`src/design/vn2d_pkg.sv`:
```
// shared types and constants for the 2d value noise unit
package vn2d_pkg;

	localparam logic [31:0] PRIME_X = 32'd374761393;
	localparam logic [31:0] PRIME_Y = 32'd668265263;
	localparam logic [31:0] MIX_C1  = 32'h7feb352d;
	localparam logic [31:0] MIX_C2  = 32'h846ca68b;
	localparam logic [17:0] EASE_W3 = 18'd196608;
	localparam int unsigned Q_DEPTH = 4;
	localparam int unsigned Q_AW    = 2;

	typedef struct packed {
		logic [31:0] px;
		logic [31:0] py;
		logic [31:0] seed;
		logic [15:0] tx;
		logic [15:0] ty;
	} vn2d_word_t;

endpackage

```
`src/design/vn2d_front.sv`:
```
// front stage: floor, fraction and lattice row/column products
module vn2d_front import vn2d_pkg::*; #(
	parameter int unsigned FRAC_BITS = 16
) (
	input  logic              clk,
	input  logic              arst_n,
	input  logic              in_valid,
	output logic              in_stall,
	input  logic [31:0]       x_coord,
	input  logic [31:0]       y_coord,
	input  logic [31:0]       noise_seed,
	output logic              push,
	output vn2d_word_t        push_word,
	input  logic              q_full
);
	logic       valid_s1;
	vn2d_word_t word_s1;
	logic       adv;
	logic [31:0] x0, y0;
	logic [15:0] tx, ty;

	assign x0 = 32'($signed(x_coord) >>> FRAC_BITS);
	assign y0 = 32'($signed(y_coord) >>> FRAC_BITS);

	generate
		if (FRAC_BITS >= 16) begin : g_cut
			assign tx = x_coord[FRAC_BITS-1 -: 16];
			assign ty = y_coord[FRAC_BITS-1 -: 16];
		end else begin : g_pad
			assign tx = {x_coord[FRAC_BITS-1:0], {(16-FRAC_BITS){1'b0}}};
			assign ty = {y_coord[FRAC_BITS-1:0], {(16-FRAC_BITS){1'b0}}};
		end
	endgenerate

	assign adv       = !valid_s1 || !q_full;
	assign in_stall  = !adv;
	assign push      = valid_s1 && !q_full;
	assign push_word = word_s1;

	always_ff @(posedge clk or negedge arst_n) begin
		if (!arst_n) begin
			valid_s1 <= 1'b0;
		end else if (adv) begin
			valid_s1 <= in_valid;
		end
	end

	always_ff @(posedge clk) begin
		if (adv && in_valid) begin
			word_s1.px   <= 32'(x0 * PRIME_X);
			word_s1.py   <= 32'(y0 * PRIME_Y);
			word_s1.seed <= noise_seed;
			word_s1.tx   <= tx;
			word_s1.ty   <= ty;
		end
	end
endmodule

```
`config.mk`:
```
export PLATFORM = sky130hd
export DESIGN_NAME = vn2d_front
export DESIGN_NICKNAME = d
export VERILOG_FILES = /design/src/design/vn2d_pkg.sv /design/src/design/vn2d_front.sv
export SDC_FILE = /design/constraint.sdc
export NUM_CORES = 1
export LEC_CHECK = 0
export ABC_AREA = 1
export ABC_CLOCK_PERIOD_IN_PS = 11500
export BUFFER_PORTS_ARGS = -buffer_cell sky130_fd_sc_hd__buf_2
export CAP_MARGIN = 20
export CORE_MARGIN = 4
export CORE_UTILIZATION = 35
export CTS_BUF_LIST = sky130_fd_sc_hd__clkbuf_8 sky130_fd_sc_hd__clkbuf_16
export CTS_CLUSTER_DIAMETER = 80
export DETAILED_ROUTE_END_ITERATION = 8
export HOLD_SLACK_MARGIN = 0.1
export SYNTH_ARGS = -nofsm -noshare
export SYNTH_HDL_FRONTEND = slang
export SYNTH_SLANG_ARGS = --single-unit
```
`constraint.sdc`:
```
create_clock -name clk -period 11.5 [get_ports clk]
set_input_delay 2.875 -clock clk [delete_from_list [all_inputs] [get_ports clk]]
set_output_delay 2.875 -clock clk [all_outputs]
set_load 0.005 [all_outputs]
```
Word level (Yosys, flattened, before mapping) --
Index checks and enable logic that the tools add are counted. Widths: inputs -> output; s select.
Word-level totals: input port bits 100, logic and storage cells 14, flip-flop bits (word level) 129
Cells by class: reductions and logical operators 6, $mul 2
Operator list (count):
- $mul 16x30->32 const B | 1
- $mul 16x31->32 const B | 1
- $logic_not 1->1 | 3
- $logic_and 1x1->1 | 2
- $logic_or 1x1->1 | 1

Logic depth before layout (Yosys ltp) --
word-level depth 3, depth in mapped cells 25

Worst setup path before layout --
Ideal clock, no wire load.
path kind input-to-reg, start input q_full, end register word_s1 (netlist bit push_word[0]), enable pin, stages 3, path slack 2.537 ns, library setup time 0.618 ns, path buffers 0, required time 10.882 ns, arrival time 8.345 ns, cells stage by stage nand2_1 > inv_1 > nor2_1
On the way: longest elaborated chain between the ends 3
RTL lines:
- start, declared | line vn2d_front.sv:14 | input logic q_full
- $logic_not 1->1 | line vn2d_front.sv:35 | assign adv = !valid_s1 || !q_full;
- $logic_or 1x1->1 | line vn2d_front.sv:35
- $logic_and 1x1->1 | line vn2d_front.sv:49 | if (adv && in_valid) begin
- end, declared | line vn2d_front.sv:17 | vn2d_word_t word_s1;
Every way passes these cells. A chain may end at the register's enable or synchronous reset.

Final worst setup path --
start input y_coord[17], end register word_s1 (netlist bit push_word[92]) (data pin)
On the way: longest elaborated chain between the ends 1
RTL lines:
- start, declared | line vn2d_front.sv:10 | input logic [31:0] y_coord,
- $mul 16x31->32 | line vn2d_front.sv:51 | word_s1.py <= 32'(y0 * PRIME_Y);
Every way passes these cells.

==> metrics.txt <==
first-pass GRT wire length=73.5 mm; hold buffer count at CTS=0; syn_nets=approximately 2400; NumNets Final=2605; Worst setup EP type=register; setup violators final=0; worst hold path depth=2; Cells after Synth=1737; initial core utilization=35.7%; synthesized cell area=about 17000 sq um; FMAX=about 130 MHz; clk_lat worst skew=0.46 ns; RePlAce Congestion=about 0.94; Area Overhead vs Synth=14.8%; GRT Util Overall=between 10% and 20%; CTS H-tree depth=4; IO buf count=229; Cell Chain, Critical Path=buf_2 -> fa_1 -> inv_1 -> fa_1 -> inv_1 -> fa_1 -> fa_1 -> fa_1 -> inv_1 -> fa_1 -> inv_1 -> ha_1 -> nand2_1 -> nor2_1 -> nand2_1 -> nor3_1 -> nand2_1 -> nand4_1 -> nand2_1; main flop type after synthesis=edfxtp_1; final hold vios=0; syn avg cell area=9.87 sq um; CP max FO=7; 1st-iter DRT viols=829; #FFs+latches synth=129; die area=52600 sq um; crit path max-delay cell type=fa_1; Tcrit/Tclk final=around two thirds; status=complete, no violations; CP arrival=7.99 ns; fillers=4800; EDFF count, synth=128; CTS sink cnt=129; CTS tree=done; fin. max-slew vios=0; WS Path Type=in2reg; Worst Clk Skew=approximately 0.0084 ns; FFs w/ async S/R, synth=less than 1%; via density per instance=roughly 4.8; vias in the first global route=between 10000 and 15000; antenna-violating nets left=0; worst hold-check path type=reg2reg; Die Span X=approximately 230 microns; register area share after synthesis=22.6%; Vias=12477; Core Area=~48000 sq um; initial antenna violation count=2; drt wl/cell=about 18 microns; largest net degree at the start of global routing=between 80 and 90; max incr delay on CP=0.76 ns; first drt pass iteration count=5; Worst Reg-to-Reg Cells=5; MaxCap Viol Count=0; Critical Path Most Common Cell=fa_1; Die Ht=~230 microns; fin crit period=7.78 ns; final setup TNS=0 ns; CTS Buf Count=17; slew margin rel.=59.9%; Site Rows=80; drt drc=0; clk buf depth=2; Setup crit start kind=input port; postcts setup bufs=0; Clock Pin Slew Worst Setup and Hold Paths=0.07 ns; I/O pin count=230; clock root buffer=clkbuf_16; worst-margin pin slew=0.602 ns; Synth cell types=34; Detailed Route WL=46.5 mm; Worst Path Required=11.71 ns; RSZ-0062 raised after global routing=false; overflow left after global routing=0; Detailed Place HPWL=40.7 mm; CTS resizes=0; Yosys warnings=0; layout cell share with drive strength beyond 1=14.5%
-- cell usage in the layout, fill, tap and decap left out, types with 2 or more instances in the layout --
| master | count |
|---|---|
| or2_2 | 2 |
| nand3_2 | 4 |
| nand2_1 | 238 |
| buf_4 | 2 |
| buf_2 | 229 |
| and2_1 | 3 |
| fa_1 | 270 |
| nor2_4 | 4 |
| nor3_2 | 3 |
| nor2_2 | 4 |
| inv_2 | 3 |
| edfxtp_1 | 128 |
| a21oi_1 | 60 |
| inv_6 | 2 |
| clkbuf_16 | 17 |
| ha_1 | 247 |
| nand3b_1 | 2 |
| a21o_1 | 6 |
| nand4_1 | 21 |
| nor3_1 | 4 |
| xor2_1 | 29 |
| o21bai_1 | 9 |
| o21ai_0 | 25 |
| inv_1 | 516 |
| a21oi_2 | 2 |
| nand2_2 | 4 |
| inv_8 | 5 |
| nor2_1 | 69 |
| clkinv_4 | 5 |
| nand2b_1 | 4 |
| xnor2_1 | 18 |
| a21boi_0 | 3 |
| nand3_1 | 52 |
-- registers in the layout (all words and copies together), names as in the netlist --
register,flops
push_word,128
valid_s1,1
-- final cells by class --
class                   count  area [sq um]  share of cell area, %
diodes                      1          2.50                 0.0127
clock buffers              17           425                   2.16
clock inverters            15           146                  0.744
inverters                 520          1950                   9.92
multi-input cells        1088         11300                   57.6
flip-flops and latches    129          3870                   19.7
well taps                 615           769                   3.91
repair buffers            232          1190                   6.04
-- cells by family (layout without fill, tap and decap cells) --
group           after synthesis  count (layout)  synth area share (%)
other cells                   0               1                     0
simple gates                417             417                  10.6
xor+xnor                     47              47                  2.40
flops                       129             129                  22.6
fa+ha+maj                   517             517                  49.6
compound gates              107             107                  3.44
buf+inv                     520             784                  11.4
-- critical path: cells and delay by family --
family / cells / cell delay [ns]
adders and majority gates: 7 / 3.67
and+or+nand+nor: 7 / 0.95
buffers and inverters: 5 / 0.47
-- final timing paths --
kind / start / end / slack (ns)
min reg2reg: valid_s1$_DFFE_PN0N_ / valid_s1$_DFFE_PN0N_ / 0.54
min in group asynchronous: arst_n / valid_s1$_DFFE_PN0N_ / 2.18
min: valid_s1$_DFFE_PN0N_ / valid_s1$_DFFE_PN0N_ / 0.54
max reg2reg: valid_s1$_DFFE_PN0N_ / push_word[38]$_DFFE_PP_ / 9.77
max: y_coord[17] / push_word[92]$_DFFE_PP_ / 3.72
max in group asynchronous: arst_n / valid_s1$_DFFE_PN0N_ / 9.24
-- layer usage --
layer	share of wire, %	global-route usage, %
met5	0	0
met4	3.3	6.52
met3	7.2	4.68
met2	48	29.8
met1	42	23.4
-- synthesized netlist by cell type, types with 4 or more instances --
cell,number,area [sq um]
inv_1,516,1940
fa_1,270,5410
ha_1,247,3090
nand2_1,238,893
edfxtp_1,128,3840
nor2_1,70,263
a21oi_1,60,300
nand3_1,52,260
xor2_1,29,254
o21ai_0,25,125
nand4_1,21,131
xnor2_1,18,158
o21bai_1,9,67.6
a21o_1,6,45.0
nand2_2,4,25.0
nand2b_1,4,25.0
nand3_2,4,40.0
nor2_2,4,25.0
nor3_1,4,20.0
-- metrics by stage --
step	util [%]	instances	worst slack (ns)	cell area (sq um)	hold WS [ns]
finish	41.0	2617	3.72	19700	0.536
global placement	39.7	2583	3.28	19100	0.487
CTS	40.9	2615	3.81	19700	0.528
detailed placement	39.7	2583	3.29	19100	0.513
global route	41.0	2616	3.56	19700	0.562
floorplan	-	1737	2.54	17100	0.459
Power is left out: the tool's default activity adds up to more than one toggle a clock period on the data nets, which glitch-free logic cannot reach.
