==> src/design/vn2d_pkg.sv <==
// shared types and constants for the 2d value noise unit
package vn2d_pkg;

	localparam logic [31:0] PRIME_X = 32'd374761393;
	localparam logic [31:0] PRIME_Y = 32'd668265263;
	localparam logic [31:0] MIX_C1  = 32'h7feb352d;
	localparam logic [31:0] MIX_C2  = 32'h846ca68b;
	localparam logic [17:0] EASE_W3 = 18'd196608;
	localparam int unsigned Q_DEPTH = 4;
	localparam int unsigned Q_AW    = 2;

	typedef struct packed {
		logic [31:0] px;
		logic [31:0] py;
		logic [31:0] seed;
		logic [15:0] tx;
		logic [15:0] ty;
	} vn2d_word_t;

endpackage

==> src/design/vn2d_fifo.sv <==
// small queue between front and back
module vn2d_fifo import vn2d_pkg::*; (
	input  logic       clk,
	input  logic       arst_n,
	input  logic       push,
	input  vn2d_word_t push_word,
	input  logic       pop,
	output vn2d_word_t pop_word,
	output logic       full,
	output logic       empty
);
	vn2d_word_t          mem [Q_DEPTH];
	logic [Q_AW-1:0]     wr_q, rd_q;
	logic [Q_AW:0]       cnt_q;

	assign full     = cnt_q == (Q_AW+1)'(Q_DEPTH);
	assign empty    = cnt_q == '0;
	assign pop_word = mem[rd_q];

	always_ff @(posedge clk or negedge arst_n) begin
		if (!arst_n) begin
			wr_q  <= '0;
			rd_q  <= '0;
			cnt_q <= '0;
		end else begin
			if (push) wr_q <= wr_q + Q_AW'(1);
			if (pop) rd_q <= rd_q + Q_AW'(1);
			cnt_q <= cnt_q + (Q_AW+1)'(push) - (Q_AW+1)'(pop);
		end
	end

	always_ff @(posedge clk) begin
		if (push) mem[wr_q] <= push_word;
	end
endmodule

==> config.mk <==
export PLATFORM = sky130hd
export DESIGN_NAME = vn2d_fifo
export DESIGN_NICKNAME = d
export VERILOG_FILES = /design/src/design/vn2d_pkg.sv /design/src/design/vn2d_fifo.sv
export SDC_FILE = /design/constraint.sdc
export NUM_CORES = 1
export LEC_CHECK = 0
export BUFFER_PORTS_ARGS = -buffer_cell sky130_fd_sc_hd__buf_2
export CAP_MARGIN = 15
export CORE_ASPECT_RATIO = 1.4
export CORE_MARGIN = 3
export CORE_UTILIZATION = 30
export CTS_CLUSTER_SIZE = 25
export DETAILED_ROUTE_END_ITERATION = 6
export PLACE_DENSITY = 0.58
export SLEW_MARGIN = 20
export SYNTH_ARGS = -nofsm -noshare
export SYNTH_HDL_FRONTEND = slang
export SYNTH_SLANG_ARGS = --single-unit
==> constraint.sdc <==
create_clock -name clk -period 4.4 [get_ports clk]
set_input_delay 0.44 -clock clk [delete_from_list [all_inputs] [get_ports clk]]
set_output_delay 0.44 -clock clk [all_outputs]
set_load 0.01 [all_outputs]
Yosys cells after proc, flatten, opt, wreduce, memory -nomap -nowiden. Memory sizes are Yosys's and may differ from the RTL's. Cells that the tools add are included.

Flip-flop bits (word level): 7. ROM bits: 0. Latch bits: 0. Memories: 1. Logic and storage cells: 12. Memory bits (writable): 512. Input bits: 132.

Memory list: mem (words 4, bits a word 128, rd ports 1, clocked after memory_dff 0, wr ports 1, RTL line vn2d_fifo.sv:12) `vn2d_word_t mem [Q_DEPTH];`.

Bitwise operators: 0. Equal/unequal tests: 1. Multipliers: 0. Reductions and logical operators: 1. Add/sub/neg operators: 4. Muxes and demuxes: 2. Order comparisons: 0. Shifts and indexed selects: 0. Divide/modulo/power cells: 0.

Operator list (count): $add A2 B1 Y2 const B (2); $add A3 B1 Y3 (1); $eq A3 B3 Y1 const B (1); $logic_not A3 Y1 (1); $sub A3 B1 Y3 (1); $mux W1 (2).

Longest topological paths before layout. Gate-level depths: netlist (run 1).

Depth after elaboration: 2. Gate-level depth with buffers: 7. Mapped depth without buffers: 7.

Least setup slack after synthesis (run 1). No wires, ideal clock.

Path type: flip-flop to flip-flop. From: register wr_q[0]. To: memory mem[0][0] in the netlist's numbering (enable). Period minus slack after synthesis: 4060 ps. Data arrival time: 3558 ps. Setup time: 502 ps. Buffers on the path: 0. Stages on the path, launching flop included: 4. Slack: 340 ps. Cells stage by stage: dfrtp_1 inv_1 ha_1 and2_1.

RTL lines: start, declared (RTL line vn2d_fifo.sv:13) `logic [Q_AW-1:0] wr_q, rd_q;`; start signal, assigned (RTL line vn2d_fifo.sv:26) `if (push) wr_q <= wr_q + Q_AW'(1);`; end, declared (RTL line vn2d_fifo.sv:12).

Straight into the memory's write port.

==> results of run 1 <==
-- flip-flops by register name (all words and copies together), names as in the netlist --
signal / count
wr_q: 2
rd_q: 2
mem: 512
cnt_q: 3
-- Yosys cell counts, drive strengths merged --
| cell | instances |
|---|---|
| and2 | 4 |
| and3 | 1 |
| buf | 27 |
| clkbuf | 2 |
| dfrtp | 7 |
| edfxtp | 512 |
| fa | 1 |
| ha | 6 |
| inv | 6 |
| mux4 | 128 |
| nand2 | 2 |
| nor3 | 1 |
| o21ai | 1 |
| xnor2 | 3 |
| xor2 | 2 |
-- kinds of logic (layout without fill, tap and decap cells) --
family,Yosys count,after routing,synth area share [%]
AOI/OAI and AO/OA,1,1,0.0265
xor gates and xnor gates,5,5,0.232
adders and majority gates,7,7,0.504
buffers and inverters,35,375,1.27
DFF,519,519,82.4
muxes,128,128,15.3
other,0,3,0
and+or+nand+nor,8,8,0.232
-- worst register-to-register path: cells and delay by family (launching register included) --
kind,cells,cell delay [ns]
flip-flops,1,0.42
AND/OR/NAND/NOR,1,0.64
adder cells (fa/ha/maj),1,0.14
buffers and inverters,2,0.71
-- power groups by stage --
stage	Clock [mW]	Sequential, mW	Combinational [mW]
4_1_cts	4.36	6.90	4.39
3_3_place_gp	0	6.95	4.37
6_report	4.21	6.86	4.20
5_1_grt	4.55	6.97	4.57
3_5_place_dp	0	7.00	4.38
2_1_floorplan	0	6.80	2.86
-- routing by layer --
| metal | part of all wire [%] | vias up | GRT usage [%] |
|---|---|---|---|
| li1 | - | 3657 | - |
| met1 | 39 | 4376 | 14.0 |
| met2 | 52 | 218 | 20.5 |
| met3 | 5.7 | 72 | 3.14 |
| met4 | 3.3 | 4 | 4.29 |
| met5 | 0.070 | - | 0 |
-- repair_timing --
item,CTS,global route
hold buffers,1,0
endpoints found under the hold margin,7,0
setup buffers,0,0
resized for setup,0,0
-- through the flow --
stage / util, % / setup slack [ns] / hold slack, ns
finish: 36.8 / 1.28 / 0.0827
floorplan: - / 0.340 / 0.144
global route: 36.8 / 1.06 / 0.0464
global placement: 34.1 / 1.74 / 0.295
CTS: 36.8 / 1.12 / 0.0297
detailed placement: 34.1 / 1.74 / 0.294
-- final cells by class --
type | instances | area share (%)
clock inverter | 30 | 1.15
tap | 825 | 4.51
timing repair buffer | 277 | 6.74
sequential | 519 | 68.0
multi-input combinational | 149 | 13.5
clock buffer | 62 | 5.95
antenna | 3 | 0.0328
inverter | 6 | 0.0985
-- worst min-delay path by stage --
stage | to | depth (start not counted) | startpoint
floorplan | cnt_q[0]$_DFF_PN0_ | 0 | arst_n
finish | mem[0][13]$_DFFE_PP_ | 1 | push_word[13]
global route | mem[2][69]$_DFFE_PP_ | 1 | push_word[69]
detailed placement | wr_q[1]$_DFFE_PN0P_ | 1 | arst_n
CTS | mem[0][13]$_DFFE_PP_ | 1 | push_word[13]
global placement | cnt_q[0]$_DFF_PN0_ | 1 | arst_n
==> impl_metrics.tcl, run 1 <==
set metrics [dict create \
    status "finished clean" \
    regArea_um2 15600 \
    max_slew_margin_pct 41.5 \
    cp_num_buf_inv 2 \
    wire_per_inst_um 20.7 \
    worstSetupEndpointType "primary output" \
    synth-seq-cells 519 \
    fillCellCount 5719 \
    grt_pass1_wl_um 58300 \
    yosysTopAreaCell "edfxtp_1" \
    final_cells 1871 \
    yosysUniqueCellTypes 18 \
    netlist_instances 703 \
    slowest_delay_ns 0.96 \
    antenna_found_initial 7 \
    drtIter0Drc 494 \
    grt_overflow_total 0 \
    dp_hpwl_um 23600 \
    grt_max_degree 81 \
    skew_ns 0.0163 \
    cts_tree "yes" \
    p_sw_mw 4.41 \
    fmax_mhz 321 \
    layout_commonest_cell "edfxtp_1" \
    timing.setup.tns_ns 0 \
    cts.htree.levels 2 \
    multi_input_area_um2 3080 \
    start_util_pct 30.3 \
    portBuffers 261 \
    clock-sinks 519 \
    cp.depth 3 \
    clock_power_share_pct 27.5 \
    avgSynthCellArea_um2 26.8 \
    worstPathMaxFanout 36 \
    synth.top_cell.area_share_pct 81.5 \
    r2r_start "wr_q[0]$_DFFE_PN0P_" \
    syn_nets 842 \
    maxCapViolCount 0 \
    die_w_um 218 \
    r2r_slack_ns 2.11 \
    clockBufferDepth 3 \
    dieArea_um2 66000 \
    ir_drop_v 0.000437 \
    combPwrFrac_pct 27.5 \
    crit_start "rd_q[0]$_DFFE_PN0P_" \
    slowest_stage "dfrtp_4" \
    synth_area_um2 18900 \
    num-nets-final 1144 \
    finalInstanceArea_um2 22900 \
    die_height_um 303 \
    hold_viol 0 \
    grt_usage_pct 11.8 \
    routed_wl_um 38800 \
    power.total_mw 15.3 \
    critical_path_arrival_ns 2.68 \
    final_cell_mix "edfxtp_1 (512), buf_2 (261), mux4_2 (128)" \
    setup_viol 0 \
    period_needed_ns 3.12 \
    critPathRequiredTime_ns 3.96 \
    ant_nets 0 \
    avgViaCountPerCell 4.45 \
    place.gp.congestion 0.686 \
    place_inst 1775 \
    r2r_cells 4 \
    drc 0 \
    clock_latency_ns 0.58 \
    dr.pass1.iters 4 \
    seq_power_share_pct 45.0 \
    grt_pass1_vias 9250 \
    rows 108 \
    p_per_area_nw_per_um2 668 \
    synth_area_leaders "edfxtp_1 (82%), mux4_2 (15%), dfrtp_1 (0.93%), buf_6 (0.60%), buf_2 (0.40%)" \
    switching_share_pct 28.9 \
    crit_end "pop_word[69]" \
    crit_family "flip-flops" \
    internal_power_mw 10.9 \
    fin_crit_sh_pct 70.9 \
    num_vias 8327 \
    finalMaxSlewViolations 0 \
    area_growth_pct 21.2 \
    crit_type "reg2out" \
    cp_cell_sequence "buf_12, mux4_2, buf_2" \
    ys_seq_area_share_pct 82.4 \
    leakagePower_nw 7.66 \
    ios 262 \
    place_area_um2 21200 \
    cts.reportedPaths.clkPinSlew_ns 0.06 \
    tightest_slew_ns 0.877 \
    cts_buffers 52 \
    cts_root_buffer "clkbuf_16" \
    crit_path_start_kind "register" \
    min_path_type "in2reg" \
    r2r-end "mem[0][53]$_DFFE_PP_" \
    coreArea_um2 62200 \
    ys_warn_count 0 \
    rsz0062_at_grt "no" \
    drive_above_1_share_pct 46.3 \
]
(Power assumes the default switching activity.)
==> run 2: changes to the inputs <==
--- a/config.mk
+++ b/config.mk
@@ -12,7 +12,7 @@
 export CORE_UTILIZATION = 30
 export CTS_CLUSTER_SIZE = 25
 export DETAILED_ROUTE_END_ITERATION = 6
-export PLACE_DENSITY = 0.58
+export PLACE_DENSITY = 0.6
 export SLEW_MARGIN = 20
 export SYNTH_ARGS = -nofsm -noshare
 export SYNTH_HDL_FRONTEND = slang
==> constraint.sdc (replaced) <==
create_clock -name clk -period 2.8 [get_ports clk]
set_input_delay 0.28 -clock clk [delete_from_list [all_inputs] [get_ports clk]]
set_output_delay 0.28 -clock clk [all_outputs]
set_load 0.01 [all_outputs]
==> impl_metrics.tcl, run 2 (synthesis results as in run 1) <==
set metrics [dict create \
    fin_crit_sh_pct 88.0 \
    wire_per_inst_um 19.8 \
    grt_pass1_vias 10107 \
    fmax_mhz 406 \
    coreArea_um2 62200 \
    drive_above_1_share_pct 42.8 \
    seq_power_share_pct 43.5 \
    crit_path_start_kind "register" \
    tightest_slew_ns 0.627 \
    largest_reg_flops 512 \
    dr.pass1.iters 4 \
    r2r-end "mem[0][98]$_DFFE_PP_" \
    p_per_area_nw_per_um2 988 \
    hold_viol 0 \
    portBuffers 261 \
    r2r_slack_ns 0.89 \
    critPathRequiredTime_ns 2.52 \
    layout_commonest_cell "edfxtp_1" \
    setup_viol 0 \
    finalInstanceArea_um2 24400 \
    final_cell_mix "edfxtp_1 (512), buf_2 (261), dlygate4sd3_1 (131)" \
    clockBufferDepth 3 \
    ant_nets 0 \
    cts_root_buffer "clkbuf_16" \
    cts_tree "yes" \
    switching_share_pct 29.2 \
    crit_family "buffers and inverters" \
    period_needed_ns 2.46 \
    internal_power_mw 17.1 \
    maxCapViolCount 0 \
    leakagePower_nw 8.34 \
    top_regs "mem x512, cnt_q x3" \
    place_area_um2 21600 \
    clock_power_share_pct 25.1 \
    p_sw_mw 7.06 \
    min_path_type "in2async" \
    cpMostUsedCell "buf_12" \
    slowest_stage "mux4_2" \
    rows 108 \
    area_growth_pct 29.6 \
    cp_cell_sequence "buf_12, buf_12, mux4_2, buf_2" \
    dp_hpwl_um 25500 \
    place.gp.congestion 0.721 \
    ios 262 \
    r2r_cells 4 \
    combPwrFrac_pct 31.4 \
    r2r_start "wr_q[0]$_DFFE_PN0P_" \
    grt_max_degree 47 \
    grt_usage_pct 12.1 \
    routed_wl_um 40100 \
    timing.setup.tns_ns 0 \
    slowest_delay_ns 0.57 \
    antenna_found_initial 3 \
    start_util_pct 30.3 \
    die_height_um 303 \
    top_register "mem" \
    ir_drop_v 0.000583 \
    num_vias 9048 \
    critical_path_arrival_ns 2.18 \
    dieArea_um2 66000 \
    clock_latency_ns 0.57 \
    die_w_um 218 \
    skew_ns 0.0159 \
    crit_type "reg2out" \
    num-nets-final 1306 \
    cts_resized 0 \
    status "finished clean" \
    max_slew_margin_pct 58.2 \
    cp_num_buf_inv 3 \
    drc 0 \
    worstSetupEndpointType "primary output" \
    avgViaCountPerCell 4.46 \
    clock-sinks 519 \
    grt_overflow_total 0 \
    cts_buffers 49 \
    drtIter0Drc 538 \
    cts.htree.levels 2 \
    rsz0062_at_grt "no" \
    finalMaxSlewViolations 0 \
    grt_pass1_wl_um 60800 \
    worstPathMaxFanout 33 \
    cts.reportedPaths.clkPinSlew_ns 0.07 \
]
==> run 2: timing repair <==
action                                  CTS  global route
buffers inserted                          0             8
hold buffers                            131             0
endpoints found under the setup margin    0             2
hold endpoints to repair                523             0
==> run 2: area by class of cell <==
type | instances | area, um^2
fillers | 5602 | 37700
clock buffers | 61 | 1310
clock inverters | 27 | 149
flip-flops and latches | 519 | 15600
repair buffers | 442 | 3280
inverters | 6 | 22.5
diodes | 1 | 2.50
multi-input cells | 149 | 3080
well taps | 825 | 1030
==> run 2: power groups by stage <==
stage                     clock network [mW]  logic (mW)  registers [mW]
after global routing                    6.59        8.21            10.6
after floorplan                            0        4.50            10.6
after detailed placement                   0        7.49            10.8
final                                   6.07        7.58            10.5
after CTS                               6.30        7.67            10.6
after global placement                     0        7.46            10.7
==> run 2: per-stage QoR <==
step | worst slack [ns] | cells | util [%] | hold slack (ns) | power [mW]
floorplan | 0.164 | 703 | - | -0.0156 | 15.1
global route | 0.210 | 2029 | 39.3 | 0.0473 | 25.4
global placement | 0.691 | 1802 | 34.7 | 0.129 | 18.2
detailed placement | 0.680 | 1802 | 34.7 | 0.132 | 18.3
finish | 0.337 | 2030 | 39.3 | 0.0694 | 24.2
CTS | 0.0480 | 2021 | 39.2 | 0.0231 | 24.6
==> run 2: worst max-delay path by stage <==
stage                        startpoint                   to  cells after the start
finish              rd_q[0]$_DFFE_PN0P_         pop_word[95]                      4
global route        rd_q[0]$_DFFE_PN0P_         pop_word[72]                      4
CTS                 rd_q[0]$_DFFE_PN0P_         pop_word[95]                      3
detailed placement  rd_q[0]$_DFFE_PN0P_         pop_word[95]                      3
global placement    rd_q[0]$_DFFE_PN0P_        pop_word[122]                      3
floorplan           wr_q[0]$_DFFE_PN0P_  mem[0][0]$_DFFE_PP_                      3
==> run 2: layer usage <==
metal	wire, um	vias up	GRT usage (%)
li1	-	3979	-
met1	15600	4771	14.2
met2	21300	228	22.0
met5	27	-	0
met3	2130	66	2.79
met4	1140	4	3.99
==> run 2: worst reg2reg max path: cells and delay by family (launching register included) <==
family                   cells  cell delay, ns
AND/OR/NAND/NOR              1            0.55
buffers and inverters        2            0.49
flip-flops                   1            0.43
adder cells (fa/ha/maj)      1            0.15
==> run 3: changes to the inputs <==
--- a/config.mk
+++ b/config.mk
@@ -12,6 +12,7 @@
 export CORE_UTILIZATION = 30
 export CTS_CLUSTER_SIZE = 25
 export DETAILED_ROUTE_END_ITERATION = 6
+export HOLD_SLACK_MARGIN = 0.12
 export PLACE_DENSITY = 0.6
 export SLEW_MARGIN = 20
 export SYNTH_ARGS = -nofsm -noshare
==> impl_metrics.tcl, run 3 (synthesis results as in run 1) <==
set metrics [dict create \
    final_cells 2031 \
    clock_latency_ns 0.57 \
    num_vias 9023 \
    crit_type "reg2out" \
    tightest_slew_ns 0.627 \
    clock-sinks 519 \
    worst_slack_ns 0.339 \
    skew_ns 0.0141 \
    place.gp.congestion 0.721 \
    hold_viol 0 \
    cts.reportedPaths.clkPinSlew_ns 0.06 \
    p_per_area_nw_per_um2 988 \
    leakagePower_nw 8.34 \
    largest_reg_flops 512 \
    wire_per_inst_um 19.7 \
    top_regs "mem x512, cnt_q x3" \
    grt_overflow_total 0 \
    dieArea_um2 66000 \
    grt_pass1_wl_um 60800 \
    status "finished clean" \
    slowest_delay_ns 0.57 \
    drive_above_1_share_pct 42.7 \
    cts.htree.levels 2 \
    ios 262 \
    dr.pass1.iters 4 \
    rsz0062_at_grt "no" \
    cts_buffers 49 \
    regArea_um2 15600 \
    grt_max_degree 47 \
    layout_commonest_cell "edfxtp_1" \
    cts_tree "yes" \
    portBuffers 261 \
    critical_path_arrival_ns 2.18 \
    power.total_mw 24.1 \
    min_path_type "in2reg" \
    max_slew_margin_pct 58.2 \
    clockBufferDepth 3 \
    maxCapViolCount 0 \
    pre_cts_ws_ns 0.680 \
    dp_hpwl_um 25500 \
    worstSetupEndpointType "primary output" \
    drtIter0Drc 486 \
    top_register "mem" \
    antenna_found_initial 3 \
    drc 0 \
    period_needed_ns 2.46 \
    fin_crit_sh_pct 87.9 \
    critPathRequiredTime_ns 2.52 \
    cpMostUsedCell "buf_12" \
    ir_drop_v 0.000587 \
    grt_pass1_vias 10110 \
    cp_cell_sequence "buf_12, buf_12, mux4_2, buf_2" \
    final_cell_mix "edfxtp_1 (512), buf_2 (261), dlygate4sd3_1 (132)" \
    fmax_mhz 406 \
    area_growth_pct 29.6 \
    fillCellCount 5602 \
    avgViaCountPerCell 4.44 \
    start_util_pct 30.3 \
    ant_nets 0 \
    timing.setup.tns_ns 0 \
    setup_viol 0 \
    coreArea_um2 62200 \
    worstPathMaxFanout 33 \
    die_height_um 303 \
    finalMaxSlewViolations 0 \
    cts_root_buffer "clkbuf_16" \
    slowest_stage "mux4_2" \
    place_inst 1802 \
    multi_input_area_um2 3080 \
    routed_wl_um 40100 \
    die_w_um 218 \
    grt_usage_pct 12.1 \
    num-nets-final 1307 \
    crit_path_start_kind "register" \
    rows 108 \
]
==> run 3: cell count changes in the layout (fill, tap and decap cells not counted), sizes merged <==
cell	before	now
dlygate4sd3	131	132
==> run 3: critical path, delay by kind of cell, from the launching register on <==
family	cells	cell delay (ns)
mux	1	0.57
flops	1	0.42
buf+inv	3	0.59
==> run 3: final cells by class <==
type / instances / share of cell area, %
antenna: 1 / 0.0102
clock buffer: 61 / 5.37
clock inverter: 27 / 0.609
inverter: 6 / 0.0921
multi-input combinational: 149 / 12.6
sequential: 519 / 63.6
tap: 825 / 4.22
timing repair buffer: 443 / 13.5
==> run 3: worst paths after layout <==
path | from | to | slack [ns] | cells after the start
max in group asynchronous | arst_n | rd_q[0]$_DFFE_PN0P_ | 1.84 | 3
worst min register to register | wr_q[0]$_DFFE_PN0P_ | wr_q[0]$_DFFE_PN0P_ | 0.54 | 1
worst max register to register | wr_q[0]$_DFFE_PN0P_ | mem[0][98]$_DFFE_PP_ | 0.88 | 4
worst max-delay path | rd_q[0]$_DFFE_PN0P_ | pop_word[95] | 0.34 | 4
min in group asynchronous | arst_n | rd_q[1]$_DFFE_PN0P_ | 0.67 | 3
worst min-delay path | push_word[64] | mem[2][64]$_DFFE_PP_ | 0.47 | 2
==> run 3: metrics by stage <==
stage	utilization, %	instance area, um^2	hold WS (ns)
floorplan	-	18900	-0.0156
global placement	34.7	21600	0.129
detailed placement	34.7	21600	0.132
CTS	39.2	24400	0.410
global route	39.3	24400	0.433
finish	39.3	24400	0.467
==> run 3: report_power, final <==
group / internal, mW / total (mW) / switching (mW)
clock network: 3.33 / 6.07 / 2.74
logic: 3.62 / 7.58 / 3.96
registers: 10.1 / 10.5 / 0.353
==> run 3: per-layer routing <==
layer	global-route usage, %	up-vias	share of wire [%]
li1	-	3977	-
met2	22.0	222	53
met3	2.79	68	5.2
met5	0	-	0.067
met1	14.2	4752	39
met4	3.99	4	2.8
==> run 3: what timing repair did <==
| item | in CTS | in global routing |
|---|---|---|
| gates resized for setup | 0 | 0 |
| hold buffers | 132 | 0 |
| setup buffers | 0 | 8 |
| hold endpoints to repair | 524 | 0 |
| endpoints found under the setup margin | 0 | 2 |
